==> src/rtl/kped_pkg.sv <==
package kped_pkg;

  localparam int PIN_W     = 3;
  localparam int KIDX_W    = 2;
  localparam int CNT_W     = 8;
  localparam int CFG_IDX_W = 1;
  localparam int CFG_W     = 8;

  typedef enum logic {
    CMD_SCAN = 1'b0,
    CMD_READ = 1'b1
  } cmd_t;

  typedef enum logic [CFG_IDX_W-1:0] {
    REG_LONG_PRESS = 1'b0,
    REG_REPEAT     = 1'b1
  } cfg_reg_t;

  localparam logic [CNT_W-1:0] LONG_PRESS_RESET = 8'd50;
  localparam logic [CNT_W-1:0] REPEAT_RESET     = 8'd10;

  typedef struct packed {
    logic                    cmd;
    logic [PIN_W-1:0]        pin_levels;
    logic [KIDX_W-1:0]       key_index;
  } cmd_item_t;

  typedef struct packed {
    logic in_range;
    logic down;
    logic up;
    logic single;
    logic held_long;
    logic repeat_res;
    logic hold;
  } evt_item_t;

  // sticky per-key flags
  typedef struct packed {
    logic hold;
    logic rpt;
    logic held_long;
    logic single;
    logic up;
    logic down;
  } key_flags_t;

  // per-lane control inputs
  typedef struct packed {
    logic tick;
    logic clear;
    logic pressed;
  } lane_ctl_t;

endpackage

==> src/rtl/kped_lane.sv <==
module kped_lane
  import kped_pkg::*;
(
  input  logic             clk,
  input  logic             rst,
  input  lane_ctl_t        ctl,
  input  logic [CNT_W-1:0] long_press_ticks,
  input  logic [CNT_W-1:0] repeat_ticks,
  output key_flags_t       flags
);

  typedef enum logic [1:0] {
    MODE_IDLE    = 2'd0,
    MODE_PRESSED = 2'd1,
    MODE_LONG    = 2'd2
  } mode_t;

  mode_t            mode, mode_next;
  logic [CNT_W-1:0] count, count_next;
  key_flags_t       flags_next;
  logic [CNT_W-1:0] count_inc;

  assign count_inc = count + CNT_W'(1);

  always_comb begin
    mode_next  = mode;
    count_next = count;
    flags_next = flags;
    if (ctl.clear) begin
      flags_next = '0;
      flags_next.hold = flags.hold;
    end else if (ctl.tick) begin
      case (mode)
        MODE_PRESSED: begin
          if (ctl.pressed) begin
            count_next = count_inc;
            if (count_inc >= long_press_ticks) begin
              mode_next = MODE_LONG;
              count_next = '0;
              flags_next.held_long = 1'b1;
            end
          end else begin
            mode_next = MODE_IDLE;
            flags_next.up = 1'b1;
            flags_next.single = 1'b1;
            flags_next.down = 1'b0;
            flags_next.hold = 1'b0;
          end
        end
        MODE_LONG: begin
          if (ctl.pressed) begin
            count_next = count_inc;
            if (count_inc >= repeat_ticks) begin
              count_next = '0;
              flags_next.rpt = 1'b1;
            end
          end else begin
            mode_next = MODE_IDLE;
            flags_next.up = 1'b1;
            flags_next.down = 1'b0;
            flags_next.hold = 1'b0;
            flags_next.rpt = 1'b0;
          end
        end
        default: begin
          if (ctl.pressed) begin
            mode_next = MODE_PRESSED;
            count_next = '0;
            flags_next.down = 1'b1;
            flags_next.hold = 1'b1;
          end
        end
      endcase
    end
  end

  always_ff @(posedge clk) begin
    if (rst) begin
      mode  <= MODE_IDLE;
      count <= '0;
      flags <= '0;
    end else begin
      mode  <= mode_next;
      count <= count_next;
      flags <= flags_next;
    end
  end

endmodule

==> src/rtl/kped_merge.sv <==
module kped_merge
  import kped_pkg::*;
#(
  parameter int KEYS = 3
) (
  input  key_flags_t        key_flags [KEYS],
  input  logic [KIDX_W-1:0] key_index,
  output evt_item_t         evt
);

  key_flags_t sel;
  logic       hit;

  always_comb begin
    sel = '0;
    for (int k = 0; k < KEYS; k++) begin
      if (k == int'(key_index)) sel = key_flags[k];
    end
  end

  assign hit = int'(key_index) < KEYS;

  always_comb begin
    evt = '0;
    if (hit) begin
      evt.in_range   = 1'b1;
      evt.down       = sel.down;
      evt.up         = sel.up;
      evt.single     = sel.single;
      evt.held_long  = sel.held_long;
      evt.repeat_res = sel.rpt;
      evt.hold       = sel.hold;
    end
  end

endmodule

==> src/rtl/key_press_event_detector.sv <==
// key press event detector
//
// cmd channel (cmd_valid / cmd_stall / cmd_data): each transaction is either a
// scan tick carrying the raw active-low pin levels, or a read of one key.
// a scan tick steps every key's idle / pressed / long-pressed machine at once,
// one lane per key, and produces no result. keys beyond the pin field see a
// low level and count as pressed.
// a read returns that key's sticky flags on the evt channel (evt_valid /
// evt_stall / evt_data) in the cycle after acceptance and clears all of them
// but hold; an index at or beyond KEYS returns in_range=0 with all flags zero.
// throughput is one transaction per cycle: the merge stage feeds a single
// output register, and cmd_stall is raised only while that register holds a
// result the receiver is stalling on. a stalled result stays put.
// cfg port: cfg_we writes cfg_data into long_press_ticks (index 0) or
// repeat_ticks (index 1); write only while the block is idle.
// reset (rst, synchronous): all keys idle, counts and flags clear, output
// register empty, limits back to 50 and 10 ticks.
module key_press_event_detector
  import kped_pkg::*;
#(
  parameter int KEYS = 3
) (
  input  logic                 clk,
  input  logic                 rst,
  input  logic                 cmd_valid,
  output logic                 cmd_stall,
  input  cmd_item_t            cmd_data,
  output logic                 evt_valid,
  input  logic                 evt_stall,
  output evt_item_t            evt_data,
  input  logic                 cfg_we,
  input  logic [CFG_IDX_W-1:0] cfg_index,
  input  logic [CFG_W-1:0]     cfg_data
);

  logic [CNT_W-1:0] long_press_ticks;
  logic [CNT_W-1:0] repeat_ticks;
  key_flags_t       key_flags [KEYS];
  evt_item_t        merged;
  logic             accept;
  logic             is_read;
  logic             is_scan;

  // output register frees up as soon as the receiver takes it
  assign cmd_stall = evt_valid && evt_stall;
  assign accept    = cmd_valid && !cmd_stall;
  assign is_read   = accept && (cmd_data.cmd == CMD_READ);
  assign is_scan   = accept && (cmd_data.cmd == CMD_SCAN);

  // configuration registers
  always_ff @(posedge clk) begin
    if (rst) begin
      long_press_ticks <= LONG_PRESS_RESET;
      repeat_ticks     <= REPEAT_RESET;
    end else if (cfg_we) begin
      case (cfg_reg_t'(cfg_index))
        REG_LONG_PRESS: long_press_ticks <= cfg_data[CNT_W-1:0];
        REG_REPEAT:     repeat_ticks     <= cfg_data[CNT_W-1:0];
        default: ;
      endcase
    end
  end

  // one lane per key
  for (genvar k = 0; k < KEYS; k++) begin : g_lane
    lane_ctl_t ctl;
    logic      pressed;

    if (k < PIN_W) begin : g_pin
      assign pressed = !cmd_data.pin_levels[k];
    end else begin : g_nopin
      // no pin bit: level reads low, so the key counts as pressed
      assign pressed = 1'b1;
    end

    assign ctl.tick    = is_scan;
    assign ctl.clear   = is_read && (k == int'(cmd_data.key_index));
    assign ctl.pressed = pressed;

    kped_lane u_lane (
      .clk              (clk),
      .rst              (rst),
      .ctl              (ctl),
      .long_press_ticks (long_press_ticks),
      .repeat_ticks     (repeat_ticks),
      .flags            (key_flags[k])
    );
  end

  // pick the addressed key's flags, as they stand before the clear
  kped_merge #(
    .KEYS (KEYS)
  ) u_merge (
    .key_flags (key_flags),
    .key_index (cmd_data.key_index),
    .evt       (merged)
  );

  // output register
  always_ff @(posedge clk) begin
    if (rst) begin
      evt_valid <= 1'b0;
    end else if (is_read) begin
      evt_valid <= 1'b1;
    end else if (!evt_stall) begin
      evt_valid <= 1'b0;
    end
  end

  always_ff @(posedge clk) begin
    if (is_read) begin
      evt_data <= merged;
    end
  end

`ifndef SYNTH
  a_read_gives_result: assert property (@(posedge clk) disable iff (rst)
    is_read |=> evt_valid)
    else $error("accepted read produced no result");

  a_scan_no_result: assert property (@(posedge clk) disable iff (rst)
    (is_scan && !evt_valid) |=> !evt_valid)
    else $error("scan tick produced a result");

  a_out_of_range_zero: assert property (@(posedge clk) disable iff (rst)
    (evt_valid && !evt_data.in_range) |->
      (evt_data.down == 1'b0 && evt_data.up == 1'b0 && evt_data.single == 1'b0 &&
       evt_data.held_long == 1'b0 && evt_data.repeat_res == 1'b0 &&
       evt_data.hold == 1'b0))
    else $error("out of range read carries flags");
`endif

endmodule

==> config.mk <==
export PLATFORM = sky130hd
export DESIGN_NAME = key_press_event_detector
export DESIGN_NICKNAME = d
export VERILOG_FILES = /design/src/rtl/kped_pkg.sv /design/src/rtl/kped_lane.sv /design/src/rtl/kped_merge.sv /design/src/rtl/key_press_event_detector.sv
export SDC_FILE = /design/constraint.sdc
export NUM_CORES = 1
export LEC_CHECK = 0
export BUFFER_PORTS_ARGS = -buffer_cell sky130_fd_sc_hd__buf_2
export CAP_MARGIN = 20
export CORE_ASPECT_RATIO = 0.7
export CORE_MARGIN = 2
export CORE_UTILIZATION = 35
export CTS_BUF_LIST = sky130_fd_sc_hd__clkbuf_4 sky130_fd_sc_hd__clkbuf_8 sky130_fd_sc_hd__clkbuf_16
export DETAILED_ROUTE_END_ITERATION = 12
export GPL_ROUTABILITY_DRIVEN = 1
export GPL_TIMING_DRIVEN = 0
export PLACE_DENSITY = 0.53
export SLEW_MARGIN = 5
export SYNTH_ARGS = -nofsm -noshare
export SYNTH_HDL_FRONTEND = slang
export SYNTH_SLANG_ARGS = --single-unit
export TNS_END_PERCENT = 100
==> constraint.sdc <==
create_clock -name clk -period 4.95 [get_ports clk]
set_input_delay 0.99 -clock clk [delete_from_list [all_inputs] [get_ports clk]]
set_output_delay 0.99 -clock clk [all_outputs]
set_load 0.02 [all_outputs]
==> flow_summary_export.csv <==
group,metric,value,unit
outcome,outcome,"finished clean",
detailed_routing,dr.first_iter.drc_count,212,
power_and_ir_drop,power_density,289.5,nW/um^2
hold_path,holdPathStages,2,
worst_setup_path,cpLargestDelayFamily,"compound AO/OA/AOI/OAI gates",
final_layout,area_growth,14.14,%
floorplan,io_pins,29,
synth,yosysWarnings,0,
floorplan,rows,33,
detailed_routing,ant_nets,0,
placed_design,place.gp.congestion,0.8662,
synth,yosysSeqAreaShare,0.3485,
power_and_ir_drop,p_comb_frac,0.100,
grt,grt_pass1_wl,18020,um
detailed_routing,routed_via_density,5.238,
synth,synth_edf_count,7,
worst_setup_path,path_class,"reg -> reg",
clock_network,cts-resized-gates,0,
worst_setup_path,rr_worst_depth,10,
synth,synth_area_per_cell,8.761,um^2
worst_setup_path,crit_chain,"nand3_1 -> nor3_1 -> xor2_1 -> ha_1 -> a21oi_1 -> nand2_1 -> a41oi_1 -> o211ai_2 -> a21oi_4 -> mux2_2",
worst_setup_path,cpMaxStageDelayCell,"dfxtp_1",
synth,yosys.cell_types.count,50,
synth,netlist_area,4337,um^2
sta,skew,4.662,ps
clock_network,h-tree-depth,3,
final_layout,drive_above_1_share,0.1182,
worst_setup_path,arrival,3150,ps
clock_network,clock_latency,340,ps
hold_path,hp-class,"reg -> reg",
power_and_ir_drop,vdd_ir_drop_max,157.3,uV
worst_setup_path,cp_slowest_stage_delay,470,ps
synth,synthTopCellsByArea,"dfxtp_1 30%, ha_1 16%, nand2_1 6.0%",
floorplan,die_area,13310,um^2
hold_path,holdPathEnd,"long_press_ticks[2]",
worst_setup_path,cp_data_required_time,5230,ps
floorplan,die_h,97.13,um
detailed_routing,drc,0,
sta,worstMarginPinSlew,708.4,ps
final_layout,diodes,0,
sta,fin_crit,2863,ps
power_and_ir_drop,p_int,1073,uW
final_layout,fill_cells,1227,
clock_network,hold_buffers,0,
sta,hold_viol,0,
floorplan,start_util,0.3647,
sta,tns,0,ps
power_and_ir_drop,p_leak,0.002226,uW
detailed_routing,wl_per_cell,15.73,um
synth,async_flop_share,0,
clock_network,cts_made_buffers,9,
clock_network,clockBufferDepth,2,
worst_setup_path,rr_startpoint,"g_lane[1].u_lane.count[0]",
hold_path,hp-start,"long_press_ticks[2]",
worst_setup_path,worstSetupStartpointType,"register",
worst_setup_path,rr_endpoint,"g_lane[1].u_lane.count[0]",
sta,finalSetupViolCount,0,
sta,rsz0062_at_grt,"false",
sta,holdWs,457.8,ps
grt,grt_overflow,0,
detailed_routing,totalWireLength,10860,um
power_and_ir_drop,p_total,1433,uW
placed_design,io_buffers,22,
sta,slew_headroom,0.5237,
synth,synth_top_area_cell,"dfxtp_1",
worst_setup_path,worst-path-buf-inv,0,
floorplan,core,11890,um^2
job,max_cap_violations,0,
worst_setup_path,r2r_slack,2090,ps
grt,grt_max_degree,13,
clock_network,cts_tree,"done",
placed_design,placed_cell_area,4643,um^2
clock_network,clock-root-buffer,"clkbuf_16",
detailed_routing,dr.pass1.iters,4,
final_layout,final_util,0.4162,
grt,grt_pass1_vias,3489,
clock_network,cts_setup_buffers,0,
sta,fin_crit_sh,0.5783,
power_and_ir_drop,seq_power_share,0.431,
clock_network,path_clk_slew,60,ps
synth,synth.top_cell.area_share,0.3001,
grt,grt_use_total,0.1757,
final_layout,nNetsFinal,605,
detailed_routing,dr_total_vias,3614,
synth,synth_ff_type,"dfxtp_1",
synth,synth_seq_cells,72,
final_layout,final_area,4950,um^2
worst_setup_path,cp-end-kind,"register",
grt,antenna_found_initial,0,
worst_setup_path,crit_path_max_fanout,6,
sta,clock.fmax,0.3493,GHz
power_and_ir_drop,p_sw_frac,0.2509,
power_and_ir_drop,clkPwrFrac,0.469,
synth,syn_inst,495,
sta,final_max_slew_viol_count,0,
placed_design,dp_hpwl,8374,um
power_and_ir_drop,p_sw,359.5,uW
floorplan,die_x,137.0,um
synth,synth_fp_nets,572,
clock_network,clock-sinks,72,
layout by cell type, fill, tap and decap left out, drive strengths merged, types with 7 or more instances in the layout:
cell | synthesis | layout
inv | 28 | 29
nand3 | 13 | 13
o21ai | 17 | 17
nor2 | 47 | 47
xnor2 | 9 | 9
nand2 | 69 | 69
clkbuf | 9 | 20
dfxtp | 65 | 65
buf | 4 | 26
edfxtp | 7 | 7
a22o | 15 | 15
a21o | 12 | 12
nand2b | 15 | 15
ha | 57 | 57
a31oi | 13 | 13
nor3 | 9 | 9
a211oi | 10 | 10
mux2i | 12 | 12
a21oi | 24 | 24
through the flow:
step / setup WS, ps / std cells
floorplan: 2679 / 495
global placement: 2209 / 674
detailed placement: 2133 / 674
CTS: 2097 / 690
global route: 1744 / 690
finish: 2087 / 690
worst reg2reg max path: stages (launching register included):
cell and delay, ps:
dfxtp_1 470, nand3_1 200, nor3_1 280, xor2_1 370
ha_1 350, a21oi_1 150, nand2_1 80, a41oi_1 260
o211ai_2 200, a21oi_4 270, mux2_2 190
cell families (layout without fill, tap and decap cells):
family / Yosys count / after routing / synth area share
AND/OR/NAND/NOR: 174 / 174 / 0.1815
AO/OA/AOI/OAI: 122 / 122 / 0.2060
flip-flops: 72 / 72 / 0.3485
adder cells (fa/ha/maj): 57 / 57 / 0.1645
buffers and inverters: 41 / 79 / 0.03635
XOR/XNOR: 15 / 15 / 0.03030
multiplexers: 14 / 14 / 0.03289
worst max-delay path by stage:
| stage | from | end | depth (start not counted) |
|---|---|---|---|
| final | g_lane[1].u_lane.count[0] | g_lane[1].u_lane.count[0] | 10 |
| after global routing | g_lane[1].u_lane.count[0] | g_lane[1].u_lane.count[2] | 10 |
| after CTS | g_lane[1].u_lane.count[0] | g_lane[1].u_lane.count[0] | 10 |
| after detailed placement | g_lane[1].u_lane.count[0] | g_lane[1].u_lane.count[0] | 10 |
| after global placement | rst | g_lane[1].u_lane.mode[0] | 4 |
| after floorplan | g_lane[1].u_lane.count[0] | g_lane[1].u_lane.mode[0] | 10 |
cell usage after synthesis, types with 3 or more instances:
cell       n
a311oi_1   3
nand2_1   69
a22o_1    10
o21ai_1    3
or2_2      3
o211ai_1   5
a21oi_1   23
mux2i_1   12
nor2b_1    5
nand3b_1   3
a21o_1    12
dfxtp_1   65
a31oi_1   13
a211o_1    6
clkbuf_1   9
nand2b_1  15
a211oi_1   9
a22o_2     5
nor2_1    45
edfxtp_1   7
ha_1      57
nand4_1    6
xnor2_1    9
nor3_1     9
buf_2      3
o21ai_0   14
xor2_1     6
nand3_1   13
inv_1     28
power by group through the flow:
stage	combinational [uW]	sequential (uW)	clock, uW
after detailed placement	143	630	0
final	143	618	672
after floorplan	97.1	631	0
after CTS	143	618	684
after global routing	163	620	706
after global placement	140	630	0
cell type report:
cell class	instances	area, um^2	area share
clock inverter	5	53.80	0.01087
multi-input combinational	382	2668	0.5389
clock buffer	11	252.7	0.05106
tap	157	196.4	0.03969
buffer	13	52.55	0.01062
sequential	72	1511	0.3054
timing repair buffer	22	110.1	0.02224
inverter	28	105.1	0.02123
flip-flops by register name (all words and copies together) (netlist names):
signal and cells:
evt_data 7, evt_valid 1, g_lane.u_lane.count 24, g_lane.u_lane.flags 18
g_lane.u_lane.mode 6, long_press_ticks 8, repeat_ticks 8
layer usage:
| metal | vias up | routed length (um) | track usage |
|---|---|---|---|
| li1 | 1844 | - | - |
| met1 | 1702 | 5570 | 0.2553 |
| met2 | 57 | 4644 | 0.2599 |
| met3 | 11 | 507 | 0.04069 |
| met4 | 0 | 134 | 0.04600 |
| met5 | - | 0 | 0 |
Note: power is estimated with default switching activity, not from simulation.
